### src/rtl/core/tfa_pkg.sv
`timescale 1ns / 1ps

package tfa_pkg;

   // datapath sizing
   localparam int PHASE_BITS   = 32;
   localparam int SAMPLE_BITS  = 16;
   localparam int COUNT_BITS   = 16;

   // phase bits below the kept precision are cleared
   localparam int PHASE_DROP = (PHASE_BITS < 32) ? 32 - PHASE_BITS : 0;
   localparam logic [31:0] PHASE_MASK = ~((32'(1) << PHASE_DROP) - 32'(1));

   // cordic
   localparam int CORDIC_STEPS = 24;
   localparam int STEP_W       = $clog2(CORDIC_STEPS);
   localparam int ROT_W        = 34;
   localparam int ANG_W        = 33;
   localparam logic signed [ROT_W-1:0] X_INIT = ROT_W'(32'h26DD3B6A);

   // front to back queue
   localparam int QUEUE_DEPTH = 2;

   // register file
   localparam int CSR_INDEX_W = 3;
   localparam int CSR_DATA_W  = 32;

   localparam logic [CSR_INDEX_W-1:0] CSR_WAVEFORM           = 3'd0;
   localparam logic [CSR_INDEX_W-1:0] CSR_AMPLITUDE          = 3'd1;
   localparam logic [CSR_INDEX_W-1:0] CSR_CENTER_FREQ_WORD   = 3'd2;
   localparam logic [CSR_INDEX_W-1:0] CSR_DEVIATION_WORD     = 3'd3;
   localparam logic [CSR_INDEX_W-1:0] CSR_START_INDEX        = 3'd4;
   localparam logic [CSR_INDEX_W-1:0] CSR_SAMPLE_COUNT       = 3'd5;
   localparam logic [CSR_INDEX_W-1:0] CSR_SAMPLES_PER_SYMBOL = 3'd6;
   localparam logic [CSR_INDEX_W-1:0] CSR_BIT_MODE           = 3'd7;

   // waveform codes
   localparam logic [1:0] WAVE_TONE = 2'd0;
   localparam logic [1:0] WAVE_FSK  = 2'd1;
   localparam logic [1:0] WAVE_ASK  = 2'd2;

   typedef struct packed {
      logic [1:0]         waveform;
      logic [14:0]        amplitude;
      logic [31:0]        center_freq_word;
      logic [30:0]        deviation_word;
      logic signed [15:0] start_index;
      logic [16:0]        sample_count;
      logic [15:0]        samples_per_symbol;
      logic               bit_mode;
   } cfg_type;

   // one sample job handed from front to back
   typedef struct packed {
      logic [31:0] phase;
      logic        info_bit;
      logic        last_sample;
      logic        mute;
   } job_type;

   typedef enum logic [2:0] {
      BK_IDLE,
      BK_ROTATE,
      BK_FOLD,
      BK_MULT,
      BK_DONE
   } back_state_type;

   // atan(2^-k) in units of 2^-32 turn
   function automatic logic signed [ANG_W-1:0] atan_step(input logic [STEP_W-1:0] k);
      logic [31:0] a;
      case (k)
         5'd0:  a = 32'h20000000;
         5'd1:  a = 32'h12E4051E;
         5'd2:  a = 32'h09FB385B;
         5'd3:  a = 32'h051111D4;
         5'd4:  a = 32'h028B0D43;
         5'd5:  a = 32'h0145D7E1;
         5'd6:  a = 32'h00A2F61E;
         5'd7:  a = 32'h00517C55;
         5'd8:  a = 32'h0028BE53;
         5'd9:  a = 32'h00145F2F;
         5'd10: a = 32'h000A2F98;
         5'd11: a = 32'h000517CC;
         5'd12: a = 32'h00028BE6;
         5'd13: a = 32'h000145F3;
         5'd14: a = 32'h0000A2FA;
         5'd15: a = 32'h0000517D;
         5'd16: a = 32'h000028BE;
         5'd17: a = 32'h0000145F;
         5'd18: a = 32'h00000A30;
         5'd19: a = 32'h00000518;
         5'd20: a = 32'h0000028C;
         5'd21: a = 32'h00000146;
         5'd22: a = 32'h000000A3;
         5'd23: a = 32'h00000051;
         default: a = 32'h0;
      endcase
      return $signed(ANG_W'(a));
   endfunction

endpackage

### src/rtl/core/tfa_if.sv
`timescale 1ns / 1ps

interface tfa_req_if;
   logic valid;
   logic ready;
   logic random_bit;

   modport source (output valid, output random_bit, input ready);
   modport sink (input valid, input random_bit, output ready);
endinterface

interface tfa_rsp_if;
   logic               valid;
   logic               ready;
   logic signed [15:0] i_value;
   logic signed [15:0] q_value;
   logic               info_bit;
   logic               last_sample;

   modport source (output valid, output i_value, output q_value, output info_bit,
                   output last_sample, input ready);
   modport sink (input valid, input i_value, input q_value, input info_bit,
                 input last_sample, output ready);
endinterface

interface tfa_csr_if import tfa_pkg::*; ();
   logic                   valid;
   logic                   ready;
   logic [CSR_INDEX_W-1:0] index;
   logic [CSR_DATA_W-1:0]  data;

   modport source (output valid, output index, output data, input ready);
   modport sink (input valid, input index, input data, output ready);
endinterface

### src/rtl/core/tfa_front.sv
`timescale 1ns / 1ps

module tfa_front import tfa_pkg::*; (
   input  logic    clock,
   input  logic    reset,
   tfa_req_if.sink req_bus,
   input  cfg_type cfg,
   input  logic    queue_full,
   output logic    push,
   output job_type push_job
);

   localparam int CMP_W = (COUNT_BITS + 1 > 17) ? COUNT_BITS + 1 : 17;
   localparam int IDX_W = ((COUNT_BITS > 16) ? COUNT_BITS : 16) + 2;
   localparam logic [CMP_W-1:0] FRAME_MAX = CMP_W'(1) << COUNT_BITS;

   logic [COUNT_BITS-1:0] sample_counter_ff, sample_counter_in;
   logic [COUNT_BITS-1:0] symbol_counter_ff, symbol_counter_in;
   logic                  current_bit_ff, current_bit_in;

   logic [CMP_W-1:0]        frame_len, last_pos;
   logic [COUNT_BITS-1:0]   pos_step;
   logic                    boundary, last_now;
   logic signed [IDX_W-1:0] sample_index;
   logic [31:0]             freq;
   logic signed [IDX_W+32:0] product;

   assign req_bus.ready = !queue_full;
   assign push          = req_bus.valid && !queue_full;

   // clamp frame length to 1 .. 2^COUNT_BITS
   always_comb begin
      frame_len = CMP_W'(cfg.sample_count);
      if (cfg.sample_count == '0) begin
         frame_len = CMP_W'(1);
      end else if (frame_len > FRAME_MAX) begin
         frame_len = FRAME_MAX;
      end
      last_pos = frame_len - CMP_W'(1);
   end

   // information bit and symbol position
   always_comb begin
      pos_step = symbol_counter_ff + COUNT_BITS'(1);
      boundary = (cfg.samples_per_symbol != '0) &&
                 (CMP_W'(pos_step) == CMP_W'(cfg.samples_per_symbol));
      if (sample_counter_ff == '0) begin
         current_bit_in    = 1'b0;
         symbol_counter_in = '0;
      end else if (boundary) begin
         current_bit_in    = cfg.bit_mode ? req_bus.random_bit : !current_bit_ff;
         symbol_counter_in = '0;
      end else begin
         current_bit_in    = current_bit_ff;
         symbol_counter_in = pos_step;
      end
      last_now          = (CMP_W'(sample_counter_ff) == last_pos);
      sample_counter_in = last_now ? '0 : sample_counter_ff + COUNT_BITS'(1);
   end

   // phase = frequency times sample index, modulo one turn
   always_comb begin
      case (cfg.waveform)
         WAVE_FSK: begin
            freq = current_bit_in ? cfg.center_freq_word + {1'b0, cfg.deviation_word}
                                  : cfg.center_freq_word - {1'b0, cfg.deviation_word};
         end
         default: begin
            freq = cfg.center_freq_word;
         end
      endcase
      sample_index = IDX_W'(cfg.start_index) + $signed(IDX_W'(sample_counter_ff));
      product      = $signed({1'b0, freq}) * sample_index;

      push_job.phase       = product[31:0] & PHASE_MASK;
      push_job.info_bit    = current_bit_in;
      push_job.last_sample = last_now;
      push_job.mute        = (cfg.waveform == WAVE_ASK) && !current_bit_in;
   end

   always_ff @(posedge clock) begin
      if (reset) begin
         sample_counter_ff <= '0;
         symbol_counter_ff <= '0;
         current_bit_ff    <= 1'b0;
      end else if (push) begin
         sample_counter_ff <= sample_counter_in;
         symbol_counter_ff <= symbol_counter_in;
         current_bit_ff    <= current_bit_in;
      end
   end

endmodule

### src/rtl/core/tfa_queue.sv
`timescale 1ns / 1ps

module tfa_queue import tfa_pkg::*; (
   input  logic    clock,
   input  logic    reset,
   input  logic    push,
   input  job_type push_job,
   output logic    full,
   input  logic    pop,
   output job_type pop_job,
   output logic    empty
);

   localparam int PTR_W = (QUEUE_DEPTH > 1) ? $clog2(QUEUE_DEPTH) : 1;
   localparam int CNT_W = $clog2(QUEUE_DEPTH + 1);

   job_type          slot_ff [QUEUE_DEPTH];
   logic [PTR_W-1:0] wr_ptr_ff, wr_ptr_in;
   logic [PTR_W-1:0] rd_ptr_ff, rd_ptr_in;
   logic [CNT_W-1:0] fill_ff, fill_in;

   assign full    = (fill_ff == CNT_W'(QUEUE_DEPTH));
   assign empty   = (fill_ff == '0);
   assign pop_job = slot_ff[rd_ptr_ff];

   always_comb begin
      wr_ptr_in = wr_ptr_ff;
      rd_ptr_in = rd_ptr_ff;
      fill_in   = fill_ff;
      if (push) begin
         wr_ptr_in = (wr_ptr_ff == PTR_W'(QUEUE_DEPTH - 1)) ? '0 : wr_ptr_ff + PTR_W'(1);
      end
      if (pop) begin
         rd_ptr_in = (rd_ptr_ff == PTR_W'(QUEUE_DEPTH - 1)) ? '0 : rd_ptr_ff + PTR_W'(1);
      end
      if (push && !pop) begin
         fill_in = fill_ff + CNT_W'(1);
      end else if (pop && !push) begin
         fill_in = fill_ff - CNT_W'(1);
      end
   end

   always_ff @(posedge clock) begin
      if (reset) begin
         wr_ptr_ff <= '0;
         rd_ptr_ff <= '0;
         fill_ff   <= '0;
      end else begin
         wr_ptr_ff <= wr_ptr_in;
         rd_ptr_ff <= rd_ptr_in;
         fill_ff   <= fill_in;
      end
   end

   always_ff @(posedge clock) begin
      if (push) begin
         slot_ff[wr_ptr_ff] <= push_job;
      end
   end

   assert property (@(posedge clock) disable iff (reset) push |-> !full)
      else $error("queue written while full");

   assert property (@(posedge clock) disable iff (reset) pop |-> !empty)
      else $error("queue read while empty");

   assert property (@(posedge clock) disable iff (reset)
                    (wr_ptr_ff == rd_ptr_ff) |-> (empty || full))
      else $error("queue pointers disagree with fill count");

endmodule

### src/rtl/core/tfa_back.sv
`timescale 1ns / 1ps

module tfa_back import tfa_pkg::*; (
   input  logic         clock,
   input  logic         reset,
   input  job_type      pop_job,
   input  logic         queue_empty,
   output logic         pop,
   input  logic [14:0]  amplitude,
   tfa_rsp_if.source    rsp_bus
);

   localparam logic signed [31:0] SAMPLE_MAX = 32'((64'(1) << (SAMPLE_BITS - 1)) - 64'(1));
   localparam logic signed [31:0] SAMPLE_MIN = -SAMPLE_MAX - 32'sd1;

   back_state_type state_ff, state_in;

   logic [STEP_W-1:0]        step_ff;
   logic signed [ROT_W-1:0]  x_ff, y_ff, x_next, y_next;
   logic signed [ANG_W-1:0]  z_ff, z_next;
   logic [1:0]               quad_ff;
   logic                     bit_ff, last_ff, mute_ff;
   logic signed [15:0]       cq_ff, sq_ff, cq_in, sq_in, c_q15, s_q15;
   logic signed [31:0]       pi_ff, pq_ff;
   logic signed [31:0]       i_round, q_round;

   logic                     rsp_valid_ff;
   logic signed [15:0]       i_out_ff, q_out_ff;
   logic                     info_out_ff, last_out_ff;

   logic out_free, load_out;

   function automatic logic signed [15:0] to_q15(input logic signed [ROT_W-1:0] v);
      logic signed [ROT_W-1:0] r;
      r = (v + ROT_W'(16384)) >>> 15;
      if (r > ROT_W'(32767)) begin
         r = ROT_W'(32767);
      end else if (r < -ROT_W'(32767)) begin
         r = -ROT_W'(32767);
      end
      return r[15:0];
   endfunction

   function automatic logic signed [31:0] scale_round(input logic signed [31:0] p);
      logic signed [31:0] r;
      r = (p + 32'sd16384) >>> 15;
      if (r > SAMPLE_MAX) begin
         r = SAMPLE_MAX;
      end else if (r < SAMPLE_MIN) begin
         r = SAMPLE_MIN;
      end
      return r;
   endfunction

   assign out_free = !rsp_valid_ff || rsp_bus.ready;

   // next state
   always_comb begin
      state_in = state_ff;
      case (state_ff)
         BK_IDLE: begin
            if (!queue_empty) state_in = BK_ROTATE;
         end
         BK_ROTATE: begin
            if (step_ff == STEP_W'(CORDIC_STEPS - 1)) state_in = BK_FOLD;
         end
         BK_FOLD: state_in = BK_MULT;
         BK_MULT: state_in = BK_DONE;
         BK_DONE: begin
            if (out_free) state_in = BK_IDLE;
         end
         default: state_in = BK_IDLE;
      endcase
   end

   // state outputs
   always_comb begin
      pop      = 1'b0;
      load_out = 1'b0;
      case (state_ff)
         BK_IDLE: pop      = !queue_empty;
         BK_DONE: load_out = out_free;
         default: ;
      endcase
   end

   // one cordic micro-rotation
   always_comb begin
      if (!z_ff[ANG_W-1]) begin
         x_next = x_ff - (y_ff >>> step_ff);
         y_next = y_ff + (x_ff >>> step_ff);
         z_next = z_ff - atan_step(step_ff);
      end else begin
         x_next = x_ff + (y_ff >>> step_ff);
         y_next = y_ff - (x_ff >>> step_ff);
         z_next = z_ff + atan_step(step_ff);
      end
   end

   // quadrant fold, ask muting and rounding of the scaled products
   always_comb begin
      c_q15 = to_q15(x_ff);
      s_q15 = to_q15(y_ff);
      case (quad_ff)
         2'd0: begin cq_in = c_q15;  sq_in = s_q15;  end
         2'd1: begin cq_in = -s_q15; sq_in = c_q15;  end
         2'd2: begin cq_in = -c_q15; sq_in = -s_q15; end
         default: begin cq_in = s_q15; sq_in = -c_q15; end
      endcase
      if (mute_ff) begin
         cq_in = '0;
         sq_in = '0;
      end
      i_round = scale_round(pi_ff);
      q_round = scale_round(pq_ff);
   end

   always_ff @(posedge clock) begin
      if (reset) begin
         state_ff <= BK_IDLE;
      end else begin
         state_ff <= state_in;
      end
   end

   always_ff @(posedge clock) begin
      if (reset) begin
         step_ff <= '0;
      end else if (pop) begin
         step_ff <= '0;
      end else if (state_ff == BK_ROTATE) begin
         step_ff <= step_ff + STEP_W'(1);
      end
   end

   always_ff @(posedge clock) begin
      case (state_ff)
         BK_IDLE: begin
            if (pop) begin
               x_ff    <= X_INIT;
               y_ff    <= '0;
               z_ff    <= $signed(ANG_W'(pop_job.phase[29:0]));
               quad_ff <= pop_job.phase[31:30];
               bit_ff  <= pop_job.info_bit;
               last_ff <= pop_job.last_sample;
               mute_ff <= pop_job.mute;
            end
         end
         BK_ROTATE: begin
            x_ff <= x_next;
            y_ff <= y_next;
            z_ff <= z_next;
         end
         BK_FOLD: begin
            cq_ff <= cq_in;
            sq_ff <= sq_in;
         end
         BK_MULT: begin
            pi_ff <= $signed({1'b0, amplitude}) * cq_ff;
            pq_ff <= $signed({1'b0, amplitude}) * sq_ff;
         end
         default: ;
      endcase
   end

   // output register
   always_ff @(posedge clock) begin
      if (reset) begin
         rsp_valid_ff <= 1'b0;
      end else if (load_out) begin
         rsp_valid_ff <= 1'b1;
      end else if (rsp_bus.ready) begin
         rsp_valid_ff <= 1'b0;
      end
   end

   always_ff @(posedge clock) begin
      if (load_out) begin
         i_out_ff    <= i_round[15:0];
         q_out_ff    <= q_round[15:0];
         info_out_ff <= bit_ff;
         last_out_ff <= last_ff;
      end
   end

   assign rsp_bus.valid       = rsp_valid_ff;
   assign rsp_bus.i_value     = i_out_ff;
   assign rsp_bus.q_value     = q_out_ff;
   assign rsp_bus.info_bit    = info_out_ff;
   assign rsp_bus.last_sample = last_out_ff;

   assert property (@(posedge clock) disable iff (reset)
                    (state_ff == BK_ROTATE) |-> (step_ff < STEP_W'(CORDIC_STEPS)))
      else $error("cordic step past table end");

   assert property (@(posedge clock) disable iff (reset)
                    (state_ff == BK_FOLD) |-> ($past(step_ff) == STEP_W'(CORDIC_STEPS - 1)))
      else $error("fold entered before all rotations");

   assert property (@(posedge clock) disable iff (reset)
                    $rose(rsp_valid_ff) |-> ($past(state_ff) == BK_DONE))
      else $error("result shown without a finished sample");

endmodule

### src/rtl/core/tone_fsk_ask_modulator.sv
`timescale 1ns / 1ps

// channel  | dir | beat carries                               | handshake
// ---------+-----+--------------------------------------------+------------
// req_bus  | in  | random_bit                                 | valid/ready
// rsp_bus  | out | i_value, q_value, info_bit, last_sample    | valid/ready
// csr_bus  | in  | index (register number), data              | valid/ready
//
// the back end takes one sample at a time: pop, 24 cordic steps on
// one shared rotator, then fold, multiply and output load
// reset is synchronous and active high; configuration registers return to their defaults
// a stalled response waits in the output register while the next one rotates
// req_ready drops only when the two-entry queue is full

module tone_fsk_ask_modulator import tfa_pkg::*; (
   input  logic       clock,
   input  logic       reset,
   tfa_req_if.sink    req_bus,
   tfa_rsp_if.source  rsp_bus,
   tfa_csr_if.sink    csr_bus
);

   cfg_type cfg_ff;

   // front to queue
   logic    push;
   job_type push_job;
   logic    queue_full;

   // queue to back
   logic    pop;
   job_type pop_job;
   logic    queue_empty;

   // register writes are always taken
   assign csr_bus.ready = 1'b1;

   always_ff @(posedge clock) begin
      if (reset) begin
         cfg_ff.waveform           <= WAVE_TONE;
         cfg_ff.amplitude          <= 15'd16384;
         cfg_ff.center_freq_word   <= '0;
         cfg_ff.deviation_word     <= '0;
         cfg_ff.start_index        <= '0;
         cfg_ff.sample_count       <= 17'd1024;
         cfg_ff.samples_per_symbol <= 16'd8;
         cfg_ff.bit_mode           <= 1'b0;
      end else if (csr_bus.valid) begin
         case (csr_bus.index)
            CSR_WAVEFORM:           cfg_ff.waveform           <= csr_bus.data[1:0];
            CSR_AMPLITUDE:          cfg_ff.amplitude          <= csr_bus.data[14:0];
            CSR_CENTER_FREQ_WORD:   cfg_ff.center_freq_word   <= csr_bus.data[31:0];
            CSR_DEVIATION_WORD:     cfg_ff.deviation_word     <= csr_bus.data[30:0];
            CSR_START_INDEX:        cfg_ff.start_index        <= $signed(csr_bus.data[15:0]);
            CSR_SAMPLE_COUNT:       cfg_ff.sample_count       <= csr_bus.data[16:0];
            CSR_SAMPLES_PER_SYMBOL: cfg_ff.samples_per_symbol <= csr_bus.data[15:0];
            CSR_BIT_MODE:           cfg_ff.bit_mode           <= csr_bus.data[0];
            default: ;
         endcase
      end
   end

   // front: frame and symbol counting, bit selection, phase multiply
   tfa_front u_front (
      .clock      (clock),
      .reset      (reset),
      .req_bus    (req_bus),
      .cfg        (cfg_ff),
      .queue_full (queue_full),
      .push       (push),
      .push_job   (push_job)
   );

   // short queue of phase jobs so either side can stall on its own
   tfa_queue u_queue (
      .clock    (clock),
      .reset    (reset),
      .push     (push),
      .push_job (push_job),
      .full     (queue_full),
      .pop      (pop),
      .pop_job  (pop_job),
      .empty    (queue_empty)
   );

   // back: iterative cordic, amplitude scaling, output register
   tfa_back u_back (
      .clock       (clock),
      .reset       (reset),
      .pop_job     (pop_job),
      .queue_empty (queue_empty),
      .pop         (pop),
      .amplitude   (cfg_ff.amplitude),
      .rsp_bus     (rsp_bus)
   );

endmodule
### src/flat_wrapper.sv
// flat-port wrapper written by rule: the top's interface ports become plain ports
module tone_fsk_ask_modulator_flat import tfa_pkg::*;
  (clock, reset, req_bus_valid, req_bus_random_bit, req_bus_ready, rsp_bus_valid, rsp_bus_i_value, rsp_bus_q_value, rsp_bus_info_bit, rsp_bus_last_sample, rsp_bus_ready, csr_bus_valid, csr_bus_index, csr_bus_data, csr_bus_ready);
  tfa_req_if req_bus_i ();
  tfa_rsp_if rsp_bus_i ();
  tfa_csr_if csr_bus_i ();
  input  logic clock;
  input  logic reset;
  input wire logic [$bits(req_bus_i.valid)-1:0] req_bus_valid;
  input wire logic [$bits(req_bus_i.random_bit)-1:0] req_bus_random_bit;
  output wire logic [$bits(req_bus_i.ready)-1:0] req_bus_ready;
  output wire logic [$bits(rsp_bus_i.valid)-1:0] rsp_bus_valid;
  output wire logic [$bits(rsp_bus_i.i_value)-1:0] rsp_bus_i_value;
  output wire logic [$bits(rsp_bus_i.q_value)-1:0] rsp_bus_q_value;
  output wire logic [$bits(rsp_bus_i.info_bit)-1:0] rsp_bus_info_bit;
  output wire logic [$bits(rsp_bus_i.last_sample)-1:0] rsp_bus_last_sample;
  input wire logic [$bits(rsp_bus_i.ready)-1:0] rsp_bus_ready;
  input wire logic [$bits(csr_bus_i.valid)-1:0] csr_bus_valid;
  input wire logic [$bits(csr_bus_i.index)-1:0] csr_bus_index;
  input wire logic [$bits(csr_bus_i.data)-1:0] csr_bus_data;
  output wire logic [$bits(csr_bus_i.ready)-1:0] csr_bus_ready;
  assign req_bus_i.valid = req_bus_valid;
  assign req_bus_i.random_bit = req_bus_random_bit;
  assign req_bus_ready = req_bus_i.ready;
  assign rsp_bus_valid = rsp_bus_i.valid;
  assign rsp_bus_i_value = rsp_bus_i.i_value;
  assign rsp_bus_q_value = rsp_bus_i.q_value;
  assign rsp_bus_info_bit = rsp_bus_i.info_bit;
  assign rsp_bus_last_sample = rsp_bus_i.last_sample;
  assign rsp_bus_i.ready = rsp_bus_ready;
  assign csr_bus_i.valid = csr_bus_valid;
  assign csr_bus_i.index = csr_bus_index;
  assign csr_bus_i.data = csr_bus_data;
  assign csr_bus_ready = csr_bus_i.ready;
  tone_fsk_ask_modulator u_core (.clock(clock), .reset(reset), .req_bus(req_bus_i), .rsp_bus(rsp_bus_i), .csr_bus(csr_bus_i));
endmodule
### config.mk
export PLATFORM = sky130hd
export DESIGN_NAME = tone_fsk_ask_modulator_flat
export DESIGN_NICKNAME = d
export VERILOG_FILES = /design/src/rtl/core/tfa_pkg.sv /design/src/rtl/core/tfa_if.sv /design/src/rtl/core/tfa_front.sv /design/src/rtl/core/tfa_queue.sv /design/src/rtl/core/tfa_back.sv /design/src/rtl/core/tone_fsk_ask_modulator.sv /design/src/flat_wrapper.sv
export SDC_FILE = /design/constraint.sdc
export NUM_CORES = 2
export LEC_CHECK = 0
export ABC_AREA = 1
export BUFFER_PORTS_ARGS = -buffer_cell sky130_fd_sc_hd__buf_2
export CAP_MARGIN = 20
export CORE_AREA = 4 4 346 348
export DETAILED_ROUTE_END_ITERATION = 8
export DIE_AREA = 0 0 350 352
export PLACE_DENSITY_LB_ADDON = 0.25
export SETUP_SLACK_MARGIN = 0.5
export SLEW_MARGIN = 40
export SYNTH_ARGS = -nofsm -noshare
export SYNTH_HDL_FRONTEND = slang
export SYNTH_SLANG_ARGS = --single-unit
### constraint.sdc
create_clock -name clock -period 13.1 [get_ports clock]
set_clock_uncertainty 0.05 [all_clocks]
set_input_delay 1.31 -clock clock [delete_from_list [all_inputs] [get_ports clock]]
set_output_delay 1.31 -clock clock [all_outputs]
set_load 0.02 [all_outputs]
==> metrics <==
final core utilization between 60% and 70%; Async SR Flop Fraction 0%; final setup vio count 0; clock buffer count from CTS just under 60; worst hold path type reg2reg; Mapped Area approximately 0.066 mm2; global-route wire length before repair between 300 and 400 mm; DRT Wirelength approximately 190 mm; num rows 125; worst skew pair latency between 0.7 and 0.8 ns; CTS sink count about 490; largest net degree at the start of global routing ~110; synthesized area per cell 7.332 um2; YS warnings 0; cell repeated most along the worst path nand2_1; layout cell share with drive strength beyond 1 4.800%; Max Clock Freq about 90 MHz; outcome finished, final reports clean; crit path DAT ~12 ns; RSZ-0062 raised after global routing no; Synth Register Bits 485; core area about 0.12 mm2; Clock transition at path regs 0.07 ns; CTS H-tree lvls 2; fin area 0.06989 mm2; reg-to-reg endpoint u_core.u_queue.slot_ff[0][29]; crit end category flop; Worst path slowest cell fa_1; Final Max Tran Viols 0; maxcap violations 0; # DRC 0; Worst path max stage delay between 0.5 and 0.6 ns; vias in the first global route between 50000 and 60000; Hold Worst Slack 0.3766 ns; Top FF cell, synth edfxtp_1; Die H 352 um; critical setup path kind reg2reg; antenna viol nets, final 0; crit path launch u_core.u_front.symbol_counter_ff[0]; Iteration-0 DRC Markers 4443; PostCTS Resize Cnt 0; Seq/Total Area, Yosys between 10% and 20%; FF-to-FF Start u_core.u_front.symbol_counter_ff[0]; Final Hold Viols 0; Die Wd around 350 um; final net count about 10000; Worst Setup Start Kind flop; postcts setup bufs 0; reg2reg setup slack about 1.9 ns; syn_nets 10260; post-synthesis cell count 9026; final worst-path cycle share 85.13%; gpl congestion between 0.9 and 1; Hold Path Stages 0; worst slew pin tran between 0.9 and 1 ns; diodes inserted 0; Slew headroom 39.11%; Worst R2R Path Depth 53; Post-CTS Hold Buffers 0; iteration count of the initial detailed-routing pass 8; Initial Util 56.95%; P&R area growth vs syn 5.619%; GRT overflow 0; Leak Pwr ~35 nW; Routed WL per cell between 15 and 20 um; Tmin final around 11 ns; worst endpoint required time around 13 ns; Critical Path End u_core.u_queue.slot_ff[0][29]; number of I/O port buffers 76; TritonCTS clock tree done; Synth cell types 76; clock buffer depth 3; die area 0.1232 mm2; Post-synth EDFFs around 280; Vias/cell about 5.6; initial antenna violation count 1; crit-path max FO 20; DR vias slightly below 60000; pwr/cell area ~200 mW/mm2; Placed Instance Area about 0.068 mm2; root buffer cell clkbuf_16; Global Route Usage Sum 31.50%; DP HPWL 154.8 mm; I/O pin cnt 78; setup_tns 0 ns; VDD IR-drop max about 0.15 mV
[cell type report]
class | instances | area, um2
Tap cell | 1524 | 1907
Timing Repair Buffer | 142 | 898.4
Multi-Input combinational cell | 6446 | 45820
Inverter | 1798 | 6751
Sequential cell | 485 | 12500
Clock buffer | 67 | 1538
Fill cell | 10790 | 46310
Clock inverter | 42 | 483.0
[cells in the final DEF (no fill, tap or decap), types with 108 or more instances in the layout]
cell	instances
nand2_1	2017
inv_1	1756
nor2_1	860
fa_1	696
o21ai_0	515
ha_1	499
a21oi_1	436
nand3_1	317
edfxtp_1	278
xor2_1	210
dfxtp_1	202
nand4_1	108
[cell families (layout without fill, tap and decap cells)]
family	after synthesis	count (layout)	synth area share, %
flip-flops	485	485	18.88
other	1	1	0.005667
adder cells (fa/ha/maj)	1195	1195	30.49
XOR/XNOR	320	320	4.318
buffers and inverters	2095	2049	12.08
AO/OA/AOI/OAI	1269	1269	10.50
AND/OR/NAND/NOR	3572	3572	22.36
multiplexers	89	89	1.367
[per-stage QoR]
step                setup WS, ns  power (mW)  instances
floorplan                  3.842       9.851       9026
global route              0.9126       15.55      10500
CTS                        1.711       14.10      10500
global placement           1.987       12.13      10390
detailed placement         1.800       12.30      10400
finish                     1.948       14.19      10500
[cells in the mapped netlist, drive strengths merged, types with 27 or more instances]
cell    count  area [um2]
o21ai     622        3162
edfxtp    278        8348
nor2      890        3436
o21a       32       240.2
nor4       34       234.0
nand3     321        1622
nor3       90       509.2
inv      1782        6689
xor2      216        1892
clkbuf    224       840.8
nand2    2042        7742
dfxtp     207        4144
a31oi      32       206.5
mux2i      78       780.8
o211ai     27       202.7
ha        499        6243
buf        73       401.6
fa        696       13930
nand4     109       688.2
or2        56       350.3
xnor2     100       875.8
a21oi     440        2217
[sequential cells by signal (all words and copies together) (netlist names), 2 cells and up, named ones only]
signal and flops:
u_core.cfg_ff 130, u_core.u_back.cq_ff 16, u_core.u_back.pi_ff 18, u_core.u_back.pq_ff 18, u_core.u_back.quad_ff 2, u_core.u_back.rsp_bus.i_value 16
u_core.u_back.rsp_bus.q_value 16, u_core.u_back.sq_ff 16, u_core.u_back.state_ff 3, u_core.u_back.step_ff 5, u_core.u_back.x_ff 34, u_core.u_back.y_ff 34
u_core.u_back.z_ff 33, u_core.u_front.sample_counter_ff 16, u_core.u_front.symbol_counter_ff 16, u_core.u_queue.fill_ff 2, u_core.u_queue.slot_ff 70
[per-layer routing]
| layer | vias up | track usage, % | part of all wire, % |
|---|---|---|---|
| met1 | 27760 | 39.10 | 40 |
| li1 | 28070 | - | - |
| met2 | 2089 | 53.94 | 47 |
| met4 | 0 | 16.05 | 6.1 |
| met3 | 532 | 3.882 | 6.5 |
| met5 | - | 0 | 0 |
[critical path: cells and delay by family (launching register included)]
kind	cells	cell delay, ns
adders and majority gates	9	4.01
and+or+nand+nor	28	3.83
buffers and inverters	11	1.26
AOI/OAI and AO/OA	3	0.76
xor gates and xnor gates	2	0.48
DFF	1	0.45
[report_power, final]
part           switching, mW  total [mW]  internal, mW
Combinational           6.51        9.86          3.36
Clock                  0.779        1.72         0.943
Sequential             0.390        2.60          2.21
Total                   7.68        14.2          6.51
[worst min-delay path by stage]
stage | start | end | slack, ns
floorplan | u_core.u_back.bit_ff | u_core.u_back.rsp_bus.info_bit | 0.35
global placement | u_core.u_back.last_ff | u_core.u_back.rsp_bus.last_sample | 0.35
detailed placement | u_core.u_back.last_ff | u_core.u_back.rsp_bus.last_sample | 0.37
CTS | u_core.u_back.last_ff | u_core.u_back.rsp_bus.last_sample | 0.38
global route | u_core.u_back.last_ff | u_core.u_back.rsp_bus.last_sample | 0.39
finish | u_core.u_back.last_ff | u_core.u_back.rsp_bus.last_sample | 0.38
No activity file was read; power rests on OpenSTA's default activity.
